File: src/hw/rtl/pqc_pkg.sv
// Shared types, codes and defaults for the playlist queue.
`default_nettype none

package pqc_pkg;

  // Default geometry.
  localparam int PQC_DEPTH   = 16;
  localparam int PQC_ID_BITS = 16;

  // Field widths fixed by the command and response formats.
  localparam int ACTION_W = 3;
  localparam int STATUS_W = 2;

  // Command codes; codes five to seven behave as a query.
  typedef enum logic [ACTION_W-1:0] {
    ACT_ADD    = 3'd0,
    ACT_REMOVE = 3'd1,
    ACT_NEXT   = 3'd2,
    ACT_PLAY   = 3'd3,
    ACT_QUERY  = 3'd4
  } action_t;

  // Response status codes.
  typedef enum logic [STATUS_W-1:0] {
    STATUS_OK    = 2'd0,
    STATUS_EMPTY = 2'd1,
    STATUS_FULL  = 2'd2
  } status_t;

  // Sequencer states.
  typedef enum logic [1:0] {
    ST_IDLE,
    ST_REMOVE,
    ST_READ,
    ST_DONE
  } state_t;

  // Broadcast control for the row of storage cells.
  typedef struct packed {
    logic wr;     // write the appended identifier into the cell at the write index
    logic shift;  // cells below the tail take their upper neighbour's entry
    logic wrap;   // the tail cell takes the head entry during a shift
  } cell_ctrl_t;

endpackage

`default_nettype wire

File: src/hw/rtl/pqc_if.sv
// Command and response channel interfaces of the playlist queue.
`default_nettype none

interface pqc_cmd_if #(
  parameter int ID_BITS = pqc_pkg::PQC_ID_BITS
) ();
  logic                          valid;
  logic                          ready;
  logic [pqc_pkg::ACTION_W-1:0]  action;
  logic [ID_BITS-1:0]            song_id;

  modport source (output valid, action, song_id, input ready);
  modport sink   (input valid, action, song_id, output ready);
endinterface

interface pqc_rsp_if #(
  parameter int ID_BITS  = pqc_pkg::PQC_ID_BITS,
  parameter int CNT_BITS = $clog2(pqc_pkg::PQC_DEPTH + 1)
) ();
  logic                          valid;
  logic                          ready;
  logic [ID_BITS-1:0]            current_id;
  logic [CNT_BITS-1:0]           entry_count;
  logic [pqc_pkg::STATUS_W-1:0]  status;

  modport source (output valid, current_id, entry_count, status, input ready);
  modport sink   (input valid, current_id, entry_count, status, output ready);
endinterface

`default_nettype wire

File: src/hw/rtl/playlist_queue_with_cursor.sv
// Top level of the playlist queue: sequencer, counters and the row of storage cells.
`default_nettype none

// The queue holds up to DEPTH identifiers in a row of cells and a cursor on
// the current entry. Items are taken one at a time. For add, play-now, next
// and query the response is registered after the current identifier has
// travelled down a registered read chain through every cell, one cell per
// cycle. A remove with the list non-empty first walks the held entries one
// per cycle. It rotates the row so that kept entries go round once and
// deleted ones drop out; the read chain then runs as for the other commands.
// The next command is accepted in the cycle after the response is registered,
// even while that response still waits to be taken. A finished item waits
// in the done state for as long as an earlier response is still held.
module playlist_queue_with_cursor #(
  parameter int DEPTH   = pqc_pkg::PQC_DEPTH,
  parameter int ID_BITS = pqc_pkg::PQC_ID_BITS
) (
  input logic        clk,
  input logic        rst,
  pqc_cmd_if.sink    cmd,
  pqc_rsp_if.source  rsp
);
  import pqc_pkg::*;

  localparam int IDX_W = $clog2(DEPTH);
  localparam int CNT_W = $clog2(DEPTH + 1);

  // Sequencer and bookkeeping registers.
  state_t             state, state_next;
  logic [CNT_W-1:0]   occ, occ_next;
  logic [IDX_W-1:0]   cursor, cursor_next;
  logic [IDX_W-1:0]   step, step_next;
  logic [CNT_W-1:0]   live, live_next;
  logic [CNT_W-1:0]   kept, kept_next;
  logic               pending, pending_next;
  logic [IDX_W-1:0]   new_cur, new_cur_next;
  status_t            result_status, result_status_next;
  logic [ID_BITS-1:0] op_id;

  // Response register.
  logic               rsp_valid;
  logic [ID_BITS-1:0] rsp_id;
  logic [CNT_W-1:0]   rsp_count;
  status_t            rsp_status;

  // Cell row.
  cell_ctrl_t         ctrl;
  logic [IDX_W-1:0]   tail_idx;
  logic [IDX_W-1:0]   wr_idx;
  logic [ID_BITS-1:0] entry   [DEPTH];
  logic [ID_BITS-1:0] rd      [DEPTH];
  logic [ID_BITS-1:0] nb_entry[DEPTH];
  logic [ID_BITS-1:0] nb_rd   [DEPTH];

  logic               cmd_fire;
  logic               keep;
  logic               remove_last;
  logic               read_last;
  logic               rsp_load;

  assign cmd_fire    = cmd.valid && cmd.ready;
  assign keep        = (entry[0] != op_id);
  assign remove_last = ((CNT_W'(step) + CNT_W'(1)) == occ);
  assign read_last   = (step == IDX_W'(DEPTH - 1));
  assign rsp_load    = (state == ST_DONE) && (!rsp_valid || rsp.ready);

  // Next state.
  always_comb begin
    state_next = state;
    unique case (state)
      ST_IDLE: begin
        if (cmd_fire) begin
          if ((action_t'(cmd.action) == ACT_REMOVE) && (occ != '0)) begin
            state_next = ST_REMOVE;
          end else begin
            state_next = ST_READ;
          end
        end
      end
      ST_REMOVE: begin
        if (remove_last) begin
          state_next = ST_READ;
        end
      end
      ST_READ: begin
        if (read_last) begin
          state_next = ST_DONE;
        end
      end
      ST_DONE: begin
        if (!rsp_valid || rsp.ready) begin
          state_next = ST_IDLE;
        end
      end
      default: state_next = ST_IDLE;
    endcase
  end

  // Datapath control and register updates per state.
  always_comb begin
    occ_next           = occ;
    cursor_next        = cursor;
    step_next          = step;
    live_next          = live;
    kept_next          = kept;
    pending_next       = pending;
    new_cur_next       = new_cur;
    result_status_next = result_status;
    ctrl               = '0;
    wr_idx             = occ[IDX_W-1:0];
    tail_idx           = IDX_W'(live - CNT_W'(1));
    cmd.ready          = (state == ST_IDLE);

    unique case (state)
      ST_IDLE: begin
        if (cmd_fire) begin
          result_status_next = STATUS_OK;
          step_next          = '0;
          unique case (action_t'(cmd.action))
            ACT_ADD, ACT_PLAY: begin
              if (occ == CNT_W'(DEPTH)) begin
                result_status_next = STATUS_FULL;
              end else begin
                ctrl.wr  = 1'b1;
                occ_next = occ + CNT_W'(1);
                // Play-now puts the cursor on the new last entry; add to an
                // empty list leaves it at zero, which is the new entry.
                if (action_t'(cmd.action) == ACT_PLAY) begin
                  cursor_next = occ[IDX_W-1:0];
                end
              end
            end
            ACT_NEXT: begin
              if (occ == '0) begin
                result_status_next = STATUS_EMPTY;
              end else if ((CNT_W'(cursor) + CNT_W'(1)) == occ) begin
                cursor_next = '0;
              end else begin
                cursor_next = cursor + IDX_W'(1);
              end
            end
            ACT_REMOVE: begin
              if (occ == '0) begin
                result_status_next = STATUS_EMPTY;
              end else begin
                live_next    = occ;
                kept_next    = '0;
                pending_next = 1'b0;
                new_cur_next = '0;
              end
            end
            default: begin
              if (occ == '0) begin
                result_status_next = STATUS_EMPTY;
              end
            end
          endcase
        end
      end

      ST_REMOVE: begin
        // The head cell holds original entry number step. A kept entry goes
        // round to the tail; a deleted one drops out and the ring shortens.
        ctrl.shift = 1'b1;
        ctrl.wrap  = keep;
        live_next  = keep ? live : (live - CNT_W'(1));
        kept_next  = kept + CNT_W'(keep);
        step_next  = step + IDX_W'(1);
        if (step == cursor) begin
          if (keep) begin
            new_cur_next = kept[IDX_W-1:0];
          end else begin
            pending_next = 1'b1;
          end
        end else if (pending && keep) begin
          new_cur_next = kept[IDX_W-1:0];
          pending_next = 1'b0;
        end
        if (remove_last) begin
          step_next = '0;
          occ_next  = kept_next;
          // A deleted current entry with no survivor after it wraps to the
          // first entry, as does a list that became empty.
          cursor_next = (pending_next || (kept_next == '0)) ? '0 : new_cur_next;
        end
      end

      ST_READ: begin
        step_next = step + IDX_W'(1);
      end

      ST_DONE: begin
        step_next = '0;
      end

      default: begin
        step_next = '0;
      end
    endcase
  end

  // Control registers.
  always_ff @(posedge clk) begin
    if (rst) begin
      state   <= ST_IDLE;
      occ     <= '0;
      cursor  <= '0;
      step    <= '0;
      live    <= '0;
      kept    <= '0;
      pending <= 1'b0;
      new_cur <= '0;
    end else begin
      state   <= state_next;
      occ     <= occ_next;
      cursor  <= cursor_next;
      step    <= step_next;
      live    <= live_next;
      kept    <= kept_next;
      pending <= pending_next;
      new_cur <= new_cur_next;
    end
  end

  // Command payload and status held for the item in progress.
  always_ff @(posedge clk) begin
    result_status <= result_status_next;
    if (cmd_fire) begin
      op_id <= cmd.song_id;
    end
  end

  // Response register: the next item may start while this one waits.
  always_ff @(posedge clk) begin
    if (rst) begin
      rsp_valid <= 1'b0;
    end else if (rsp_load) begin
      rsp_valid <= 1'b1;
    end else if (rsp.ready) begin
      rsp_valid <= 1'b0;
    end
  end

  always_ff @(posedge clk) begin
    if (rsp_load) begin
      rsp_id     <= (occ == '0) ? '0 : rd[0];
      rsp_count  <= occ;
      rsp_status <= result_status;
    end
  end

  assign rsp.valid       = rsp_valid;
  assign rsp.current_id  = rsp_id;
  assign rsp.entry_count = rsp_count;
  assign rsp.status      = rsp_status;

  // The row of cells, each linked to its upper neighbour.
  for (genvar i = 0; i < DEPTH; i++) begin : g_cell
    if (i == DEPTH - 1) begin : g_top
      assign nb_entry[i] = entry[i];
      assign nb_rd[i]    = '0;
    end else begin : g_link
      assign nb_entry[i] = entry[i+1];
      assign nb_rd[i]    = rd[i+1];
    end

    pqc_cell #(
      .DEPTH   (DEPTH),
      .ID_BITS (ID_BITS),
      .INDEX   (i)
    ) u_cell (
      .clk        (clk),
      .ctrl       (ctrl),
      .tail_idx   (tail_idx),
      .wr_idx     (wr_idx),
      .rd_idx     (cursor),
      .wr_data    (cmd.song_id),
      .head       (entry[0]),
      .next_entry (nb_entry[i]),
      .next_rd    (nb_rd[i]),
      .entry      (entry[i]),
      .rd         (rd[i])
    );
  end

  // The cursor stays on a held entry, and at zero while the list is empty.
  a_cursor_in_range: assert property (@(posedge clk) disable iff (rst)
    (occ != '0) |-> (CNT_W'(cursor) < occ))
    else $error("cursor beyond the held entries");

  a_cursor_empty: assert property (@(posedge clk) disable iff (rst)
    (occ == '0) |-> (cursor == '0))
    else $error("cursor not at zero on an empty list");

  // The rotating ring never runs out while a remove is still walking it.
  a_live_nonzero: assert property (@(posedge clk) disable iff (rst)
    (state == ST_REMOVE) |-> (live != '0))
    else $error("remove ring emptied before the walk ended");

  // A remove never makes the list longer.
  a_remove_shrinks: assert property (@(posedge clk) disable iff (rst)
    (state == ST_REMOVE) && remove_last |=> (occ <= $past(occ)))
    else $error("remove grew the entry count");

  // A response only appears after the read chain has been run.
  a_rsp_after_read: assert property (@(posedge clk) disable iff (rst)
    $rose(rsp_valid) |-> ($past(state) == ST_DONE))
    else $error("response raised outside the done state");

endmodule

`default_nettype wire

File: src/hw/rtl/pqc_cell.sv
// One storage cell of the playlist row: an entry register and a read-chain stage.
`default_nettype none

module pqc_cell #(
  parameter int DEPTH   = pqc_pkg::PQC_DEPTH,
  parameter int ID_BITS = pqc_pkg::PQC_ID_BITS,
  parameter int INDEX   = 0
) (
  input  logic                       clk,
  input  pqc_pkg::cell_ctrl_t        ctrl,
  input  logic [$clog2(DEPTH)-1:0]   tail_idx,
  input  logic [$clog2(DEPTH)-1:0]   wr_idx,
  input  logic [$clog2(DEPTH)-1:0]   rd_idx,
  input  logic [ID_BITS-1:0]         wr_data,
  input  logic [ID_BITS-1:0]         head,
  input  logic [ID_BITS-1:0]         next_entry,
  input  logic [ID_BITS-1:0]         next_rd,
  output logic [ID_BITS-1:0]         entry,
  output logic [ID_BITS-1:0]         rd
);
  import pqc_pkg::*;

  localparam int IDX_W = $clog2(DEPTH);
  localparam logic [IDX_W-1:0] MY_IDX = IDX_W'(INDEX);

  // Entry update: an append write wins, otherwise the row shifts towards
  // cell zero and the tail cell may take the head entry round again.
  always_ff @(posedge clk) begin
    priority if (ctrl.wr && (wr_idx == MY_IDX)) begin
      entry <= wr_data;
    end else if (ctrl.shift && (MY_IDX < tail_idx)) begin
      entry <= next_entry;
    end else if (ctrl.shift && ctrl.wrap && (MY_IDX == tail_idx)) begin
      entry <= head;
    end else begin
      entry <= entry;
    end
  end

  // Read chain: the selected cell injects its entry, the others pass the
  // value along one cell per cycle towards cell zero.
  always_ff @(posedge clk) begin
    rd <= (rd_idx == MY_IDX) ? entry : next_rd;
  end

endmodule

`default_nettype wire
File: src/flat_wrapper.sv
// flat-port wrapper written by rule: the top's interface ports become plain ports
module playlist_queue_with_cursor_flat import pqc_pkg::*;
#(
  parameter int DEPTH   = pqc_pkg::PQC_DEPTH,
  parameter int ID_BITS = pqc_pkg::PQC_ID_BITS
)
  (clk, rst, cmd_valid, cmd_action, cmd_song_id, cmd_ready, rsp_valid, rsp_current_id, rsp_entry_count, rsp_status, rsp_ready);
  pqc_cmd_if #(.ID_BITS(ID_BITS)) cmd_i ();
  pqc_rsp_if #(.ID_BITS(ID_BITS)) rsp_i ();
  input logic clk;
  input logic rst;
  input wire logic [$bits(cmd_i.valid)-1:0] cmd_valid;
  input wire logic [$bits(cmd_i.action)-1:0] cmd_action;
  input wire logic [$bits(cmd_i.song_id)-1:0] cmd_song_id;
  output wire logic [$bits(cmd_i.ready)-1:0] cmd_ready;
  output wire logic [$bits(rsp_i.valid)-1:0] rsp_valid;
  output wire logic [$bits(rsp_i.current_id)-1:0] rsp_current_id;
  output wire logic [$bits(rsp_i.entry_count)-1:0] rsp_entry_count;
  output wire logic [$bits(rsp_i.status)-1:0] rsp_status;
  input wire logic [$bits(rsp_i.ready)-1:0] rsp_ready;
  assign cmd_i.valid = cmd_valid;
  assign cmd_i.action = cmd_action;
  assign cmd_i.song_id = cmd_song_id;
  assign cmd_ready = cmd_i.ready;
  assign rsp_valid = rsp_i.valid;
  assign rsp_current_id = rsp_i.current_id;
  assign rsp_entry_count = rsp_i.entry_count;
  assign rsp_status = rsp_i.status;
  assign rsp_i.ready = rsp_ready;
  playlist_queue_with_cursor #(.DEPTH(DEPTH), .ID_BITS(ID_BITS)) u_core (.clk(clk), .rst(rst), .cmd(cmd_i), .rsp(rsp_i));
endmodule
File: config.mk
export PLATFORM = sky130hd
export DESIGN_NAME = playlist_queue_with_cursor_flat
export DESIGN_NICKNAME = d
export VERILOG_FILES = /design/src/hw/rtl/pqc_pkg.sv /design/src/hw/rtl/pqc_if.sv /design/src/hw/rtl/playlist_queue_with_cursor.sv /design/src/hw/rtl/pqc_cell.sv /design/src/flat_wrapper.sv
export SDC_FILE = /design/constraint.sdc
export NUM_CORES = 1
export LEC_CHECK = 0
export BUFFER_PORTS_ARGS = -buffer_cell sky130_fd_sc_hd__buf_2
export CAP_MARGIN = 20
export CORE_AREA = 2 2 209 252
export DETAILED_ROUTE_END_ITERATION = 8
export DIE_AREA = 0 0 211 254
export GPL_TIMING_DRIVEN = 1
export HOLD_SLACK_MARGIN = 0.03
export PLACE_DENSITY = 0.65
export SKIP_LAST_GASP = 1
export SYNTH_ARGS = -nofsm -noshare
export SYNTH_HDL_FRONTEND = slang
export SYNTH_SLANG_ARGS = --single-unit
File: constraint.sdc
create_clock -name clk -period 7.5 [get_ports clk]
set_input_delay 1.5 -clock clk [delete_from_list [all_inputs] [get_ports clk]]
set_output_delay 1.5 -clock clk [all_outputs]
set_load 0.1 [all_outputs]
==> metrics.md, run 1 <==
| Metric | Value |
|---|---|
| FMAX | `229 MHz` |
| CTS Buffer Depth | `3` |
| Most frequent cells in the layout | `edfxtp_1, dfxtp_1, mux2_2` |
| Area grow syn2layout | `10.6%` |
| Via density | `between 5 and 6` |
| DIE WIDTH | `~210 um` |
| Syn avg cell area | `about 12 um2` |
| Hpwl dp | `about 41000 um` |
| 1st-iter DRT viols | `between 1000 and 1500` |
| Clock slew at reported path FFs | `0.06 ns` |
| Worst-Skew Late Latency | `approximately 0.63 ns` |
| Arrival time of the worst setup path | `~4.6 ns` |
| Period minus WS final | `between 4 and 5 ns` |
| CTS root buf | `clkbuf_16` |
| #FFs+latches synth | `583` |
| GP Congestion | `between 0.8 and 0.9` |
| Seq/Total Area, Yosys | `approximately 58%` |
| Clock Sinks | `slightly below 600` |
| PortBufs | `47` |
| Reg area | `about 15000 um2` |
| Slack of the critical path | `3.13 ns` |
| Critical Path Start Type | `primary input` |
| CP required | `around 7.8 ns` |
| Inserted Clock Buffers | `57` |
| Starting Density | `just under 50%` |
| CTS tree | `done` |
| Max Slew Vio Count | `0` |
| Pre-antenna DRT Iters | `6` |
| I/O Pins | `48` |
| Post-CTS setup buffer count | `0` |
| Total Wirelength | `62100 um` |
| Row count | `91` |
| Fraction of registers with async set/reset | `0%` |
| H-tree lvl count | `2` |
| Syn Nets | `between 2000 and 2500` |
| Total power | `~10 mW` |
| Largest net degree at the start of global routing | `34` |
| Final number of hold-violating endpoints | `0` |
| Setup violations, final | `0` |
| Hold_buf cts | `0` |
| Fin nets | `2117` |
| Slew HR | `around 28%` |
| Post-synth EDFFs | `roughly 300` |
| Crit Path Category | `in2reg` |
| Ratio of cells with drive above 1 in the final layout | `between 20% and 30%` |
| Multi-input logic area | `around 9800 um2` |
| Max_cap viols | `0` |
| Resized Gates After CTS | `0` |
| Fill count | `between 4000 and 5000` |
| # diodes | `0` |
| Min-Delay Path Class | `reg2reg` |
| Clock skew | `between 0.02 and 0.03 ns` |
| Worst setup EP type | `flip-flop` |
| LEAKAGE | `between 10 and 15 nW` |
| Wire length per cell | `22.4 um` |
| Worst-path fanout max | `33` |
| Final worst-path cycle share | `58.3%` |
| Overflow left after global routing | `0` |
| Tot GR Track Use | `between 20% and 30%` |
| Pwr dens | `approximately 370 nW/um2` |
| Vias in the first global route | `around 16000` |
| DRT antenna net count | `0` |
| Fin Setup TNS | `0 ns` |
| Die Y | `approximately 250 um` |
| First-pass GRT wire length | `between 90000 and 100000 um` |
| Pre-CTS WS | `between 2 and 2.5 ns` |
| YS warnings | `0` |
| Die area | `53600 um2` |
| Post-Synthesis Cell Area | `about 25000 um2` |
| Cell count after synthesis | `between 2000 and 2500` |
| Initial antenna violation count | `2` |
| Ys flop type | `edfxtp_1` |
| RSZ-0062 raised after global routing | `false` |
| Pin slew with the least headroom to its limit | `1.08 ns` |
| Cell variety after synth | `64` |
| Status | `completed` |
| Vias | `roughly 16000` |
| VDD IR max | `237 uV` |
| Most common cell after layout, fill and taps aside | `edfxtp_1` |
| DRC viols | `0` |
| Core Box Area | `around 51000 um2` |
-- power by group --
group | internal, mW | switching (mW) | total, mW | leakage (nW)
Clock | 1.70 | 1.22 | 2.92 | 0.942
Combinational | 1.16 | 1.59 | 2.75 | 5.23
Sequential | 4.30 | 0.371 | 4.67 | 5.03
-- through the flow --
| stage | util (%) | cells | hold slack [ns] | cell area, um2 |
|---|---|---|---|---|
| finish | 54.6 | 2775 | 0.422 | 27900 |
| CTS | 54.2 | 2766 | 0.425 | 27700 |
| global placement | 50.4 | 2657 | 0.411 | 25800 |
| detailed placement | 50.4 | 2658 | 0.411 | 25800 |
| global route | 54.6 | 2775 | 0.438 | 27900 |
| floorplan | - | 2102 | 0.400 | 25200 |
-- metal layers --
metal | GRT usage (%) | up-vias | wire (um)
met2 | 43.2 | 446 | 32500
met4 | 8.71 | 0 | 2200
met5 | 0 | - | 0
li1 | - | 7416 | -
met1 | 27.3 | 7757 | 24600
met3 | 3.46 | 135 | 2820
-- worst max-delay path, cell delays in order --
cell and delay (ns):
buf_2 0.10, and2_1 0.68, and3_1 0.40, and2_1 0.43
nand2_1 0.67, nand2_1 0.82
-- worst paths after layout --
check,startpoint,end,slack [ns],cells past startpoint
max,cmd_valid,u_core.g_cell[2].u_cell.entry[0]$_DFFE_PP_,3.13,6
min,u_core.result_status[0]$_SDFFCE_PP0P_,u_core.rsp.status[0]$_DFFE_PP_,0.42,0
min reg2reg,u_core.result_status[0]$_SDFFCE_PP0P_,u_core.rsp.status[0]$_DFFE_PP_,0.42,0
max reg2reg,u_core.state[0]$_SDFFE_PP0P_,u_core.g_cell[2].u_cell.entry[0]$_DFFE_PP_,3.20,7
-- area by class of cell --
class,count,area share (%)
multi-input cells,1334,35.2
repair buffers,80,2.25
inverters,19,0.256
well taps,651,2.92
clock buffers,84,5.91
clock inverters,24,0.982
flip-flops and latches,583,52.5
-- cell usage after synthesis, types with 3 or more instances --
master | instances | area [um2]
nand2_1 | 115 | 432
buf_4 | 7 | 52.6
and2_1 | 29 | 181
xnor2_1 | 10 | 87.6
a311oi_1 | 4 | 35.0
buf_6 | 4 | 45.0
xor2_1 | 29 | 254
a211oi_1 | 3 | 22.5
a31oi_1 | 3 | 18.8
mux2_2 | 272 | 3060
edfxtp_1 | 297 | 8920
a21o_1 | 4 | 30.0
buf_1 | 3 | 11.3
a211o_1 | 5 | 43.8
clkbuf_1 | 111 | 417
nand3_1 | 15 | 75.1
o21ai_0 | 45 | 225
nor2_1 | 221 | 830
nor2b_1 | 25 | 156
nand4_1 | 4 | 25.0
nor3_1 | 7 | 35.0
dfxtp_1 | 286 | 5730
ha_1 | 19 | 238
a21oi_1 | 204 | 1020
mux2i_1 | 233 | 2330
nand2b_1 | 6 | 37.5
inv_1 | 19 | 71.3
or3_1 | 6 | 37.5
o21ai_1 | 24 | 120
and3_1 | 5 | 31.3
buf_2 | 41 | 205
nor4_1 | 6 | 37.5
-- kinds of logic (layout without fill, tap and decap cells) --
family          Yosys count  in the layout  share of synthesized area (%)
xor+xnor                 41             41                           1.48
buf+inv                 185            207                           3.18
mux                     505            505                           21.4
fa+ha+maj                20             20                          0.982
flops                   583            583                           58.0
compound gates          316            316                           7.00
simple gates            452            452                           7.96
-- registers in the layout, indices dropped and copies added (netlist names) --
signal	count
u_core.rsp.valid	1
u_core.new_cur	4
u_core.rsp.status	2
u_core.op_id	16
u_core.step	4
u_core.result_status	2
u_core.g_cell.u_cell.entry	256
u_core.cursor	4
u_core.live	4
u_core.pending	1
u_core.g_cell.u_cell.rd	256
u_core.kept	5
u_core.rsp.current_id	16
u_core.occ	5
u_core.state	2
u_core.rsp.entry_count	5
No activity file was read; power rests on OpenSTA's default activity.
==> run 2, diff against run 1 <==
==> constraint.sdc (replaced) <==
create_clock -name clk -period 4.35 [get_ports clk]
set_input_delay 0.87 -clock clk [delete_from_list [all_inputs] [get_ports clk]]
set_output_delay 0.87 -clock clk [all_outputs]
set_load 0.1 [all_outputs]
==> run 2 against run 1 <==
Core utilization grew 0.22 points. Count of clock-buffer cells in the layout is the same. Cell area grew 0.40%. Via count grew 0.46%. Sequential share of layout area shrank 0.21 points. Sequential power grew 71%. Hold slack gained 0.011 ns. First-iteration DRC count grew 7.4%. Die area is the same. Critical path depth grew 4. Clock skew shrank 0.014 ns. Setup slack lost 2.4 ns. Critical path type is now reg2reg. Largest cell class unchanged. Largest power group unchanged. Highest routed layer unchanged.
==> metrics.md, run 2 (synthesis gave the netlist of run 1 again) <==
| Metric | Value |
|---|---|
| PortBufs | `47` |
| Die Y | `around 250 um` |
| First-pass GRT wire length | `approximately 95000 um` |
| Ratio of cells with drive above 1 in the final layout | `around 23%` |
| Post-CTS setup buffer count | `0` |
| CTS Buffer Depth | `3` |
| DIE WIDTH | `211 um` |
| Arrival time of the worst setup path | `4.09 ns` |
| Pin slew with the least headroom to its limit | `around 1.2 ns` |
| Wire length per cell | `around 22 um` |
| Max_cap viols | `0` |
| Internal | `12.5 mW` |
| Worst setup EP type | `flip-flop` |
| Min-Delay Path Class | `reg2reg` |
| Switching Fraction | `30.3%` |
| Die area | `between 50000 and 60000 um2` |
| Worst reg2reg path depth | `10` |
| Pre-antenna DRT Iters | `5` |
| H-tree lvl count | `2` |
| Row count | `just over 90` |
| Core Box Area | `around 51000 um2` |
| Final instance area | `between 20000 and 30000 um2` |
| I/O Pins | `48` |
| Clock group share of total power | `roughly 29%` |
| 1st-iter DRT viols | `roughly 1200` |
| Clock skew | `about 0.013 ns` |
| Area grow syn2layout | `11.0%` |
| Clock Sinks | `roughly 580` |
| Slack of the critical path | `0.737 ns` |
| CP required | `4.82 ns` |
| LEAKAGE | `11.3 nW` |
| Period minus WS final | `~3.6 ns` |
| Most frequent cells in the layout | `edfxtp_1, dfxtp_1, mux2_2` |
| Tot GR Track Use | `approximately 23%` |
| Initial antenna violation count | `2` |
| Critical Path Start Type | `flip-flop` |
| VDD IR max | `slightly below 400 uV` |
| Hold_buf cts | `0` |
| Max Slew Vio Count | `0` |
| Largest net degree at the start of global routing | `37` |
| Overflow left after global routing | `0` |
| Total Wirelength | `slightly above 60000 um` |
| Worst-path fanout max | `19` |
| GP Congestion | `0.854` |
| Psw | `between 5 and 6 mW` |
| Crit Path Category | `reg2reg` |
| Inserted Clock Buffers | `57` |
| Resized Gates After CTS | `0` |
| Largest registers | `u_core.g_cell.u_cell.entry x256, u_core.g_cell.u_cell.rd x256` |
| Pwr dens | `~640 nW/um2` |
| Fin nets | `around 2100` |
| Vias | `between 15000 and 20000` |
| FMAX | `277 MHz` |
| Vias in the first global route | `~16000` |
| DRT antenna net count | `0` |
| Hpwl dp | `39500 um` |
| CTS root buf | `clkbuf_16` |
| Worst-Skew Late Latency | `0.61 ns` |
| Final number of hold-violating endpoints | `0` |
| Most common cell after layout, fill and taps aside | `edfxtp_1` |
| # diodes | `0` |
| Post-Place Cell Area | `26000 um2` |
| Fin Setup TNS | `0 ns` |
| CTS tree | `done` |
| Slew HR | `22.9%` |
| Final worst-path cycle share | `83.1%` |
| Status | `completed` |
| Logic pwr share | `approximately a quarter` |
| RSZ-0062 raised after global routing | `false` |
| Pre-CTS WS | `roughly 0.7 ns` |
| Fin util | `54.8%` |
| WHS Path Cells | `0` |
| DRC viols | `0` |
| Setup violations, final | `0` |
| Fin Hold WS | `roughly 0.43 ns` |
| Sequential share of power | `between 40% and 50%` |
| Via density | `roughly 5.7` |
| Starting Density | `~49%` |
| Fill count | `between 4000 and 5000` |
| Clock slew at reported path FFs | `roughly 0.060 ns` |
## run 2: changes by cell type in the layout (fill, tap and decap cells not counted), moves of 2 or more
cell       before  now
bufinv_16       5    7
clkinv_1        6    3
clkbuf_8       10   13
buf_16          5    0
inv_6           0    2
buf_4          23   54
buf_8           3    1
clkbuf_1       16   12
## run 2: worst max-delay path: stages (launching register included)
cell and delay (ns):
edfxtp_1 0.83, xor2_1 0.15, nor4_1 0.40, nand4_2 0.56, ha_1 0.49, ha_1 0.26, nor4_1 0.18, a31oi_1 0.08
o31a_1 0.31, a21oi_1 0.15, nor3_1 0.06
## run 2: power groups by stage
stage	registers, mW	clock network [mW]	logic, mW
2_1_floorplan	7.91	0	3.62
3_3_place_gp	8.04	0	4.73
6_report	7.98	5.22	4.81
4_1_cts	7.98	5.31	4.84
5_1_grt	8.10	5.51	5.23
3_5_place_dp	8.09	0	4.80
## run 2: metal layers
layer	GRT usage, %	part of all wire, %	vias to the layer above
li1	-	-	7458
met1	27.2	40	7838
met2	42.7	52	421
met3	3.51	4.7	109
met4	7.53	2.6	0
met5	0	0	-
## run 2: stage by stage
step | power [mW] | cells
2_1_floorplan | 11.5 | 2102
3_3_place_gp | 12.8 | 2688
3_5_place_dp | 12.9 | 2688
4_1_cts | 18.1 | 2795
5_1_grt | 18.8 | 2796
6_report | 18.0 | 2796
## run 2: area by class of cell
class / count / area, um2 / area share [%]
inverter: 19 / 71.3 / 0.255
timing repair buffer: 102 / 656 / 2.34
clock inverter: 23 / 305 / 1.09
multi-input combinational: 1334 / 9820 / 35.1
sequential: 583 / 14600 / 52.3
tap: 651 / 815 / 2.91
clock buffer: 84 / 1700 / 6.07
## run 2: final timing paths
path	endpoint	slack (ns)	startpoint
hold reg to reg	u_core.rsp.status[1]$_DFFE_PP_	0.43	u_core.result_status[1]$_SDFFCE_PN0P_
hold / removal	u_core.rsp.status[1]$_DFFE_PP_	0.43	u_core.result_status[1]$_SDFFCE_PN0P_
setup reg to reg	u_core.cursor[0]$_SDFFE_PP0P_	0.74	u_core.g_cell[0].u_cell.entry[12]$_DFFE_PP_
setup / recovery	u_core.cursor[0]$_SDFFE_PP0P_	0.74	u_core.g_cell[0].u_cell.entry[12]$_DFFE_PP_
